### src/hw/rtl/tgad_pkg.sv
// Shared types and constants for the TGA image decoder.
// Holds header offsets, image type codes, result kinds, error codes and the result record.
// No dependencies.
package tgad_pkg;

   // result kinds (rsp_tuser)
   localparam logic [1:0] KIND_HEADER = 2'd0;
   localparam logic [1:0] KIND_PIXEL  = 2'd1;
   localparam logic [1:0] KIND_ERROR  = 2'd2;

   // error codes
   localparam logic [2:0] ERR_NONE       = 3'd0;
   localparam logic [2:0] ERR_IMAGE_TYPE = 3'd1;
   localparam logic [2:0] ERR_COLORMAP   = 3'd2;
   localparam logic [2:0] ERR_PIXEL_SIZE = 3'd3;
   localparam logic [2:0] ERR_SIZE       = 3'd4;

   // header byte offsets
   localparam logic [4:0] HDR_ID_LEN     = 5'd0;
   localparam logic [4:0] HDR_CMAP_TYPE  = 5'd1;
   localparam logic [4:0] HDR_IMAGE_TYPE = 5'd2;
   localparam logic [4:0] HDR_WIDTH_LO   = 5'd12;
   localparam logic [4:0] HDR_WIDTH_HI   = 5'd13;
   localparam logic [4:0] HDR_HEIGHT_LO  = 5'd14;
   localparam logic [4:0] HDR_HEIGHT_HI  = 5'd15;
   localparam logic [4:0] HDR_DEPTH      = 5'd16;
   localparam logic [4:0] HDR_DESCRIPTOR = 5'd17;

   // image type field values in the file
   localparam logic [7:0] TYPE_TRUECOLOR     = 8'd2;
   localparam logic [7:0] TYPE_GREY          = 8'd3;
   localparam logic [7:0] TYPE_RLE_TRUECOLOR = 8'd10;

   // internal image kinds
   localparam logic [1:0] IMG_TRUECOLOR = 2'd0;
   localparam logic [1:0] IMG_GREY      = 2'd1;
   localparam logic [1:0] IMG_RLE       = 2'd2;

   // pixel depth field values and bytes per pixel
   localparam logic [7:0] DEPTH_8  = 8'd8;
   localparam logic [7:0] DEPTH_24 = 8'd24;
   localparam logic [7:0] DEPTH_32 = 8'd32;
   localparam logic [2:0] BPP_NONE = 3'd0;
   localparam logic [2:0] BPP_GREY = 3'd1;
   localparam logic [2:0] BPP_RGB  = 3'd3;
   localparam logic [2:0] BPP_RGBA = 3'd4;

   localparam int TOP_DOWN_BIT = 5;
   localparam int RUN_FLAG_BIT = 7;

   localparam int REQ_DATA_W = 8;
   localparam int RSP_DATA_W = 112;

   typedef struct packed {
      logic [1:0]  kind;
      logic [7:0]  red;
      logic [7:0]  green;
      logic [7:0]  blue;
      logic [7:0]  alpha;
      logic [15:0] dest_row;
      logic [15:0] column;
      logic [7:0]  run_length;
      logic [15:0] image_width;
      logic [15:0] image_height;
      logic [2:0]  error_code;
      logic        end_of_image;
   } rsp_type;

endpackage

### src/hw/rtl/tga_image_decoder.sv
// TGA image decoder top level: header parser, pixel and RLE packet decoder, result register.
// Depends on tgad_pkg.

// Takes one TGA file byte per cycle (req_tuser marks the first header byte and restarts the
// decoder) and returns header, pixel-run and error items through a one-entry result register.
// Each byte is handled in the cycle it is accepted; the input stalls only while the result
// register is full and rsp_tready is low, and after an RLE run packet of more than one pixel:
// its end position is found by a shift-subtract divider (column plus run length by image
// width), and the last byte of the following pixel waits for it; the packet byte and the
// earlier pixel bytes are still taken while the divider runs.
module tga_image_decoder (
   input  logic                           clock,
   input  logic                           reset,
   input  logic                           req_tvalid,
   output logic                           req_tready,
   input  logic [tgad_pkg::REQ_DATA_W-1:0] req_tdata,   // [7:0] data_byte
   input  logic                           req_tuser,   // start_of_file
   output logic                           rsp_tvalid,
   input  logic                           rsp_tready,
   // [7:0] red, [15:8] green, [23:16] blue, [31:24] alpha, [47:32] dest_row,
   // [63:48] column, [71:64] run_length, [87:72] image_width, [103:88] image_height,
   // [106:104] error_code, [111:107] zero
   output logic [tgad_pkg::RSP_DATA_W-1:0] rsp_tdata,
   output logic [1:0]                     rsp_tuser,   // kind
   output logic                           rsp_tlast,   // end_of_image
   input  logic                           csr_wr_en,
   input  logic [7:0]                     csr_wr_data  // alpha_fill
);

   typedef enum logic [2:0] {PH_IDLE, PH_HEAD, PH_SKIP, PH_PACKET, PH_PIXEL} phase_type;

   phase_type         phase_ff, phase_in;
   logic [4:0]        header_pos_ff, header_pos_in;
   logic [7:0]        skip_ff, skip_in;
   logic [1:0]        img_kind_ff, img_kind_in;
   logic [2:0]        bpp_ff, bpp_in;
   logic              top_down_ff, top_down_in;
   logic [15:0]       width_ff, width_in;
   logic [15:0]       height_ff, height_in;
   logic [31:0]       area_ff, area_in;
   logic [28:0]       pix_left_ff, pix_left_in;
   logic [15:0]       row_ff, row_in;
   logic [15:0]       col_ff, col_in;
   logic [7:0]        packet_ff, packet_in;
   logic              is_run_ff, is_run_in;
   logic [1:0]        bip_ff, bip_in;
   logic [23:0]       held_ff, held_in;
   logic [2:0]        err_ff, err_in;
   logic [7:0]        alpha_fill_ff, alpha_fill_in;
   logic              div_busy_ff, div_busy_in;
   logic [2:0]        div_step_ff, div_step_in;
   logic [16:0]       div_rem_ff, div_rem_in;
   logic              rsp_valid_ff, rsp_valid_in;
   tgad_pkg::rsp_type rsp_ff, rsp_in;

   tgad_pkg::rsp_type res;
   logic              res_valid;
   logic              req_acc;
   logic [7:0]        in_byte;
   logic              div_stall;
   logic              pix_last;
   logic [2:0]        hdr_code;
   logic [7:0]        n_req, n_clip;
   logic [28:0]       rem_after;
   logic [7:0]        pkt_after;
   logic [16:0]       col_inc;
   logic [16:0]       col_plus_n;
   logic [15:0]       dest_row;
   logic [7:0]        pix_red, pix_green, pix_blue, pix_alpha;
   logic [23:0]       div_shift;
   logic              div_ge;
   logic [16:0]       div_rem_next;
   logic [15:0]       div_bit;
   phase_type         data_phase;

   assign in_byte   = req_tdata[7:0];
   assign pix_last  = ({1'b0, bip_ff} + 3'd1) >= bpp_ff;
   // hold the final pixel byte until the run divider has settled row and column
   assign div_stall = div_busy_ff && (phase_ff == PH_PIXEL) && pix_last;
   assign req_tready = (!rsp_valid_ff || rsp_tready) && !div_stall;
   assign req_acc   = req_tvalid && req_tready;
   assign data_phase = (img_kind_ff == tgad_pkg::IMG_RLE) ? PH_PACKET : PH_PIXEL;

   // header checks, first failure wins
   always_comb begin
      if (err_ff != tgad_pkg::ERR_NONE) begin
         hdr_code = err_ff;
      end else if (bpp_ff != tgad_pkg::BPP_RGB && bpp_ff != tgad_pkg::BPP_RGBA &&
                   img_kind_ff != tgad_pkg::IMG_GREY) begin
         hdr_code = tgad_pkg::ERR_PIXEL_SIZE;
      end else if (width_ff == 16'd0 || height_ff == 16'd0 || area_ff[31:29] != 3'd0) begin
         hdr_code = tgad_pkg::ERR_SIZE;
      end else if (bpp_ff == tgad_pkg::BPP_NONE) begin
         hdr_code = tgad_pkg::ERR_PIXEL_SIZE;
      end else begin
         hdr_code = tgad_pkg::ERR_NONE;
      end
   end

   // pixel colour and run geometry
   always_comb begin
      if (bpp_ff < tgad_pkg::BPP_RGB) begin
         pix_red   = in_byte;
         pix_green = in_byte;
         pix_blue  = in_byte;
         pix_alpha = alpha_fill_ff;
      end else if (bpp_ff == tgad_pkg::BPP_RGB) begin
         pix_red   = in_byte;
         pix_green = held_ff[15:8];
         pix_blue  = held_ff[7:0];
         pix_alpha = alpha_fill_ff;
      end else begin
         pix_red   = held_ff[23:16];
         pix_green = held_ff[15:8];
         pix_blue  = held_ff[7:0];
         pix_alpha = in_byte;
      end
      if (img_kind_ff == tgad_pkg::IMG_RLE && is_run_ff) begin
         n_req = (packet_ff == 8'd0) ? 8'd1 : packet_ff;
      end else begin
         n_req = 8'd1;
      end
      // clip the run at the image end
      n_clip     = (29'(n_req) > pix_left_ff) ? pix_left_ff[7:0] : n_req;
      rem_after  = pix_left_ff - 29'(n_clip);
      pkt_after  = (packet_ff > n_clip) ? (packet_ff - n_clip) : 8'd0;
      col_inc    = 17'(col_ff) + 17'd1;
      col_plus_n = 17'(col_ff) + 17'(n_clip);
      dest_row   = top_down_ff ? row_ff : (height_ff - 16'd1 - row_ff);
   end

   // one restoring step per cycle: quotient bit adds to the row, remainder is the column
   assign div_shift    = 24'(width_ff) << div_step_ff;
   assign div_ge       = {7'd0, div_rem_ff} >= div_shift;
   assign div_rem_next = div_ge ? (div_rem_ff - div_shift[16:0]) : div_rem_ff;
   assign div_bit      = 16'd1 << div_step_ff;

   always_comb begin
      phase_in      = phase_ff;
      header_pos_in = header_pos_ff;
      skip_in       = skip_ff;
      img_kind_in   = img_kind_ff;
      bpp_in        = bpp_ff;
      top_down_in   = top_down_ff;
      width_in      = width_ff;
      height_in     = height_ff;
      area_in       = area_ff;
      pix_left_in   = pix_left_ff;
      row_in        = row_ff;
      col_in        = col_ff;
      packet_in     = packet_ff;
      is_run_in     = is_run_ff;
      bip_in        = bip_ff;
      held_in       = held_ff;
      err_in        = err_ff;
      alpha_fill_in = csr_wr_en ? csr_wr_data : alpha_fill_ff;
      div_busy_in   = div_busy_ff;
      div_step_in   = div_step_ff;
      div_rem_in    = div_rem_ff;
      rsp_in        = rsp_ff;
      rsp_valid_in  = rsp_valid_ff && !rsp_tready;
      res           = '0;
      res_valid     = 1'b0;

      if (div_busy_ff) begin
         div_rem_in  = div_rem_next;
         div_step_in = div_step_ff - 3'd1;
         if (div_ge) begin
            row_in = row_ff + div_bit;
         end
         if (div_step_ff == 3'd0) begin
            div_busy_in = 1'b0;
            col_in      = div_rem_next[15:0];
         end
      end

      if (req_acc) begin
         if (req_tuser) begin
            // restart: drop whatever image was in progress
            phase_in      = PH_HEAD;
            header_pos_in = 5'd0;
            skip_in       = 8'd0;
            img_kind_in   = tgad_pkg::IMG_TRUECOLOR;
            bpp_in        = tgad_pkg::BPP_NONE;
            top_down_in   = 1'b0;
            row_in        = 16'd0;
            col_in        = 16'd0;
            packet_in     = 8'd0;
            is_run_in     = 1'b0;
            bip_in        = 2'd0;
            held_in       = 24'd0;
            err_in        = tgad_pkg::ERR_NONE;
            div_busy_in   = 1'b0;
         end

         case (phase_in)
            PH_HEAD: begin
               case (header_pos_in)
                  tgad_pkg::HDR_ID_LEN: skip_in = in_byte;
                  tgad_pkg::HDR_CMAP_TYPE: begin
                     if (in_byte != 8'd0) begin
                        err_in = tgad_pkg::ERR_COLORMAP;
                     end
                  end
                  tgad_pkg::HDR_IMAGE_TYPE: begin
                     case (in_byte)
                        tgad_pkg::TYPE_TRUECOLOR:     img_kind_in = tgad_pkg::IMG_TRUECOLOR;
                        tgad_pkg::TYPE_GREY:          img_kind_in = tgad_pkg::IMG_GREY;
                        tgad_pkg::TYPE_RLE_TRUECOLOR: img_kind_in = tgad_pkg::IMG_RLE;
                        default: begin
                           img_kind_in = tgad_pkg::IMG_TRUECOLOR;
                           err_in      = tgad_pkg::ERR_IMAGE_TYPE;
                        end
                     endcase
                  end
                  tgad_pkg::HDR_WIDTH_LO:  width_in  = {width_ff[15:8], in_byte};
                  tgad_pkg::HDR_WIDTH_HI:  width_in  = {in_byte, width_ff[7:0]};
                  tgad_pkg::HDR_HEIGHT_LO: height_in = {height_ff[15:8], in_byte};
                  tgad_pkg::HDR_HEIGHT_HI: height_in = {in_byte, height_ff[7:0]};
                  tgad_pkg::HDR_DEPTH: begin
                     case (in_byte)
                        tgad_pkg::DEPTH_8:  bpp_in = tgad_pkg::BPP_GREY;
                        tgad_pkg::DEPTH_24: bpp_in = tgad_pkg::BPP_RGB;
                        tgad_pkg::DEPTH_32: bpp_in = tgad_pkg::BPP_RGBA;
                        default:            bpp_in = tgad_pkg::BPP_NONE;
                     endcase
                     // size is complete one byte ahead of the checks
                     area_in = 32'(width_ff) * 32'(height_ff);
                  end
                  default: ;
               endcase

               if (header_pos_in >= tgad_pkg::HDR_DESCRIPTOR) begin
                  header_pos_in = 5'd0;
                  top_down_in   = in_byte[tgad_pkg::TOP_DOWN_BIT];
                  err_in        = hdr_code;
                  res_valid     = 1'b1;
                  if (hdr_code != tgad_pkg::ERR_NONE) begin
                     phase_in         = PH_IDLE;
                     res.kind         = tgad_pkg::KIND_ERROR;
                     res.error_code   = hdr_code;
                     res.end_of_image = 1'b1;
                  end else begin
                     row_in           = 16'd0;
                     col_in           = 16'd0;
                     bip_in           = 2'd0;
                     held_in          = 24'd0;
                     pix_left_in      = area_ff[28:0];
                     phase_in         = (skip_ff != 8'd0) ? PH_SKIP : data_phase;
                     res.kind         = tgad_pkg::KIND_HEADER;
                     res.image_width  = width_ff;
                     res.image_height = height_ff;
                  end
               end else begin
                  header_pos_in = header_pos_in + 5'd1;
               end
            end

            PH_SKIP: begin
               skip_in = skip_ff - 8'd1;
               if (skip_in == 8'd0) begin
                  phase_in = data_phase;
               end
            end

            PH_PACKET: begin
               packet_in = {1'b0, in_byte[6:0]} + 8'd1;
               is_run_in = in_byte[tgad_pkg::RUN_FLAG_BIT];
               bip_in    = 2'd0;
               held_in   = 24'd0;
               phase_in  = PH_PIXEL;
            end

            PH_PIXEL: begin
               if (!pix_last) begin
                  held_in = held_ff | (24'(in_byte) << {bip_ff, 3'b000});
                  bip_in  = bip_ff + 2'd1;
               end else begin
                  res_valid      = 1'b1;
                  res.kind       = tgad_pkg::KIND_PIXEL;
                  res.red        = pix_red;
                  res.green      = pix_green;
                  res.blue       = pix_blue;
                  res.alpha      = pix_alpha;
                  res.dest_row   = dest_row;
                  res.column     = col_ff;
                  res.run_length = n_clip;
                  bip_in         = 2'd0;
                  held_in        = 24'd0;
                  pix_left_in    = rem_after;
                  if (rem_after == 29'd0) begin
                     res.end_of_image = 1'b1;
                     phase_in         = PH_IDLE;
                  end else begin
                     if (n_clip == 8'd1) begin
                        if (col_inc == 17'(width_ff)) begin
                           col_in = 16'd0;
                           row_in = row_ff + 16'd1;
                        end else begin
                           col_in = col_inc[15:0];
                        end
                     end else begin
                        div_busy_in = 1'b1;
                        div_step_in = 3'd7;
                        div_rem_in  = col_plus_n;
                     end
                     if (img_kind_ff == tgad_pkg::IMG_RLE) begin
                        packet_in = pkt_after;
                        if (pkt_after == 8'd0) begin
                           phase_in = PH_PACKET;
                        end
                     end
                  end
               end
            end

            default: ;
         endcase
      end

      if (res_valid) begin
         rsp_in       = res;
         rsp_valid_in = 1'b1;
      end
   end

   always_ff @(posedge clock) begin
      if (reset) begin
         phase_ff      <= PH_IDLE;
         header_pos_ff <= 5'd0;
         skip_ff       <= 8'd0;
         img_kind_ff   <= tgad_pkg::IMG_TRUECOLOR;
         bpp_ff        <= tgad_pkg::BPP_NONE;
         top_down_ff   <= 1'b0;
         pix_left_ff   <= 29'd0;
         row_ff        <= 16'd0;
         col_ff        <= 16'd0;
         packet_ff     <= 8'd0;
         is_run_ff     <= 1'b0;
         bip_ff        <= 2'd0;
         held_ff       <= 24'd0;
         err_ff        <= tgad_pkg::ERR_NONE;
         alpha_fill_ff <= 8'hff;
         div_busy_ff   <= 1'b0;
         div_step_ff   <= 3'd0;
         rsp_valid_ff  <= 1'b0;
      end else begin
         phase_ff      <= phase_in;
         header_pos_ff <= header_pos_in;
         skip_ff       <= skip_in;
         img_kind_ff   <= img_kind_in;
         bpp_ff        <= bpp_in;
         top_down_ff   <= top_down_in;
         pix_left_ff   <= pix_left_in;
         row_ff        <= row_in;
         col_ff        <= col_in;
         packet_ff     <= packet_in;
         is_run_ff     <= is_run_in;
         bip_ff        <= bip_in;
         held_ff       <= held_in;
         err_ff        <= err_in;
         alpha_fill_ff <= alpha_fill_in;
         div_busy_ff   <= div_busy_in;
         div_step_ff   <= div_step_in;
         rsp_valid_ff  <= rsp_valid_in;
      end
      width_ff   <= width_in;
      height_ff  <= height_in;
      area_ff    <= area_in;
      div_rem_ff <= div_rem_in;
      rsp_ff     <= rsp_in;
   end

   assign rsp_tvalid = rsp_valid_ff;
   assign rsp_tdata  = {5'd0, rsp_ff.error_code, rsp_ff.image_height, rsp_ff.image_width,
                        rsp_ff.run_length, rsp_ff.column, rsp_ff.dest_row, rsp_ff.alpha,
                        rsp_ff.blue, rsp_ff.green, rsp_ff.red};
   assign rsp_tuser  = rsp_ff.kind;
   assign rsp_tlast  = rsp_ff.end_of_image;

   // divider only runs between an RLE run and the next pixel
   a_div_phase: assert property (@(posedge clock) disable iff (reset)
      div_busy_ff |-> (phase_ff == PH_PACKET || phase_ff == PH_PIXEL))
      else $error("run divider busy outside pixel data");

   a_ready_free: assert property (@(posedge clock) disable iff (reset)
      (!div_busy_ff && !rsp_valid_ff) |-> req_tready)
      else $error("input stalled with no reason");

   a_run_nonzero: assert property (@(posedge clock) disable iff (reset)
      (rsp_valid_ff && rsp_ff.kind == tgad_pkg::KIND_PIXEL) |-> rsp_ff.run_length != 8'd0)
      else $error("pixel item with empty run");

   a_error_last: assert property (@(posedge clock) disable iff (reset)
      (rsp_valid_ff && rsp_ff.kind == tgad_pkg::KIND_ERROR) |->
         (rsp_ff.end_of_image && phase_ff == PH_IDLE) || $past(req_acc && req_tuser))
      else $error("error item without end of image");

endmodule
### config.mk
export PLATFORM = sky130hd
export DESIGN_NAME = tga_image_decoder
export DESIGN_NICKNAME = d
export VERILOG_FILES = /design/src/hw/rtl/tgad_pkg.sv /design/src/hw/rtl/tga_image_decoder.sv
export SDC_FILE = /design/constraint.sdc
export NUM_CORES = 2
export LEC_CHECK = 0
export CAP_MARGIN = 30
export CORE_UTILIZATION = 50
export DETAILED_ROUTE_END_ITERATION = 10
export DONT_BUFFER_PORTS = 1
export PLACE_DENSITY = 0.67
export SKIP_LAST_GASP = 1
export SYNTH_ARGS = -nofsm -noshare
export SYNTH_HDL_FRONTEND = slang
export SYNTH_SLANG_ARGS = --single-unit
### constraint.sdc
create_clock -name clock -period 10.7 [get_ports clock]
set_input_delay 1.07 -clock clock [delete_from_list [all_inputs] [get_ports clock]]
set_output_delay 1.07 -clock clock [all_outputs]
set_load 0.02 [all_outputs]
==> flow_metrics.py <==
metrics = {
    "worst_setup_path": {
        "critPathLaunchType": "flip-flop",
        "cp.required_ns": 11.17,
        "worst-endpoint-arrival_ns": 8.55,
        "cp_common_cell": "ha_1",
        "cp_top_family": "simple AND/OR/NAND/NOR gates",
        "path_cells": "nand3b_1, nor2_1, ha_1, nand3_1, or3_1, a211oi_4, nand3_2, mux2i_1, ha_1, inv_1, ha_1, a2111oi_0, nand4_1, or4_1, a21o_1, a2111oi_0, o2111ai_1, and4bb_2, a211oi_2, nand3_1, o32ai_1, a211o_1",
        "worst-setup-path-type": "reg2reg",
        "critPathCaptureType": "flip-flop",
        "slowest_delay_ns": 0.68,
        "crit_slowest_cell": "nand3_1",
        "crit_buf_inv": 1,
        "cp_max_fo": 17,
    },
    "placement": {
        "dp.cells": 3958,
        "routabilityCongestion": 0.941,
        "io_buffers": 0,
        "dp_hpwl_um": 69800,
        "dpl_worst_slack_ns": 2.79,
    },
    "synth": {
        "synth_top_area_share_pct": 18.0,
        "syn_inst": 3343,
        "syn_area_um2": 29100,
        "async_flop_share_pct": 0,
        "synthAdderAreaFrac_pct": 21.6,
        "seq_area_frac_synth_pct": 28.3,
        "synth_cell_types": 101,
        "synth-xor-area-share_pct": 4.33,
        "avgSynthCellArea_um2": 8.70,
        "ys_seq_elements": 325,
        "synth_edf_count": 174,
        "muxShareOfSynthArea_pct": 3.47,
        "yosys_warnings": 0,
        "yosys.area_share.simple_pct": 20.5,
        "synth.area.top_cells": "edfxtp_1, fa_1, dfxtp_1, ha_1, nand2_1",
        "synth_compound_area_share_pct": 14.8,
        "synth_top_family_by_area": "adder cells",
        "synth_ff_type": "edfxtp_1",
        "synth_top_area_cell": "edfxtp_1",
    },
    "power_and_ir_drop": {
        "total_power_mw": 3.85,
        "ir_drop_v": 0.000126,
        "p_leak_nw": 13.3,
        "power_density_nw_per_um2": 123,
    },
    "detailed_routing": {
        "drt-total-wl_um": 96700,
        "wl_met3_um": 7960,
        "drc": 0,
        "wl_per_cell_um": 23.9,
        "postRouteAntennaNets": 0,
        "drt_first_pass_iters": 6,
        "top_layer": "met5",
        "met2_length_um": 45600,
        "via_count": 25200,
        "wl_met1_um": 39700,
        "drt-initial-drc-count": 2613,
        "vias_per_cell": 6.25,
    },
    "finish": {
        "final_util_pct": 54.2,
        "final_cell_mix": "nand2_1, inv_1, nor2_1",
        "fin_cells": 4039,
        "regArea_um2": 8250,
        "synthToLayoutAreaGrowth_pct": 7.28,
        "multi_input_area_um2": 18900,
        "n_antenna_cell": 0,
        "final_common_cell": "nand2_1",
        "fillers": 5260,
        "layout-drive-gt1-share_pct": 5.16,
        "nets": 3645,
    },
    "global_routing": {
        "grt_usage_pct": 32.5,
        "grt_antenna_before_repair": 1,
        "grt_max_degree": 122,
        "grt_pass1_vias": 25000,
        "grt_pass1_wl_um": 149000,
        "overflow": 0,
    },
    "timing": {
        "clock_skew_ns": 0.0331,
        "drv_slew": 0,
        "maxSlewHeadroom_pct": 25.3,
        "fin_crit_ns": 8.08,
        "tightest_slew_ns": 1.12,
        "rsz0062_at_grt": "no",
        "fmax_mhz": 124,
        "worst_slack_ns": 2.62,
        "setup_viol_count_final": 0,
        "period_share_pct": 75.5,
        "setup-tns-final_ns": 0,
        "hold_viol": 0,
    },
    "clocking": {
        "clock_sinks": 325,
        "hold_buffers": 0,
        "cts_buffers": 42,
        "post_cts_resized": 0,
        "cts_tree": "built",
        "clkTransAtPathRegs_ns": 0.06,
        "h-tree-depth": 2,
        "clk_latency_ns": 0.59,
        "cts_root_buffer": "clkbuf_16",
        "cts_setup_buffers": 0,
        "clockBufferDepth": 3,
    },
    "floorplanning": {
        "ios": 139,
        "num_rows": 88,
        "start_util_pct": 50.5,
        "die-area_um2": 59200,
        "die_y_um": 243,
        "core_um2": 57600,
        "die_w_um": 243,
    },
    "run_status": {
        "status": "finished clean",
    },
    "flow_run": {
        "maxCapViolations": 0,
    },
    "worst_hold_path": {
        "min_path_type": "reg2reg",
    },
}
==> worst min-delay path: stages (launching register included) <==
cell and delay [ns]:
dfxtp_1 0.32, mux2i_1 0.07, nand2_1 0.06
==> flip-flops by register name, summed over array words and instances, names as in the netlist, 2 cells and up <==
register       cells
packet_ff          8
bpp_ff             3
bip_ff             2
phase_ff           3
col_ff            16
row_ff            16
width_ff          16
div_rem_ff        17
height_ff         16
img_kind_ff        2
skip_ff            8
err_ff             3
alpha_fill_ff      8
rsp_tuser          2
header_pos_ff      5
held_ff           24
area_ff           32
div_step_ff        3
rsp_tdata        107
pix_left_ff       29
==> where the power goes <==
group          internal [mW]  total [mW]  switching (mW)
logic                  0.340       0.906           0.566
clock network          0.923        1.52           0.600
registers               1.36        1.42          0.0590
==> through the flow <==
step | instance area (um2) | hold slack (ns)
2_1_floorplan | 29100 | 0.441
3_5_place_dp | 29700 | 0.460
4_1_cts | 31200 | 0.474
3_3_place_gp | 29600 | 0.455
6_report | 31200 | 0.476
5_1_grt | 31200 | 0.510
==> cells by family (layout without fill, tap and decap cells) <==
| group | Yosys count | after routing |
|---|---|---|
| xor gates and xnor gates | 144 | 144 |
| AOI/OAI and AO/OA | 646 | 646 |
| DFF | 325 | 325 |
| adders and majority gates | 384 | 384 |
| and+or+nand+nor | 1230 | 1230 |
| other | 1 | 5 |
| buffers and inverters | 518 | 445 |
| muxes | 95 | 95 |
==> metal layers <==
metal,up-vias,global-route usage [%]
li1,11300,-
met1,12500,43.1
met2,1266,53.7
met3,233,5.10
met4,2,11.0
met5,-,0
==> synth_stat cells (42+ instances only) <==
| cell type | instances |
|---|---|
| a21oi_1 | 184 |
| nor3_1 | 69 |
| mux2i_1 | 84 |
| ha_1 | 185 |
| nand2_1 | 369 |
| xnor2_1 | 101 |
| clkbuf_1 | 179 |
| and2_1 | 161 |
| o21ai_0 | 112 |
| edfxtp_1 | 174 |
| dfxtp_1 | 151 |
| nor2_1 | 305 |
| a22oi_1 | 42 |
| fa_1 | 198 |
| nand3_1 | 69 |
| xor2_1 | 43 |
| inv_1 | 310 |
==> final timing paths <==
kind | start | cells after the start | end | slack, ns
max | img_kind_ff[1] | 22 | col_ff[7] | 2.62
min | alpha_fill_ff[7] | 2 | alpha_fill_ff[7] | 0.48
max reg2reg | img_kind_ff[1] | 22 | col_ff[7] | 2.62
min reg2reg | alpha_fill_ff[7] | 2 | alpha_fill_ff[7] | 0.48
==> layout make-up <==
type	instances	area share, %
Sequential cell	325	26.4
Multi-Input combinational cell	2504	60.5
Inverter	310	3.73
Tap cell	765	3.07
Clock buffer	55	3.66
Clock inverter	23	1.02
Timing Repair Buffer	57	1.60
(Power assumes the default switching activity.)
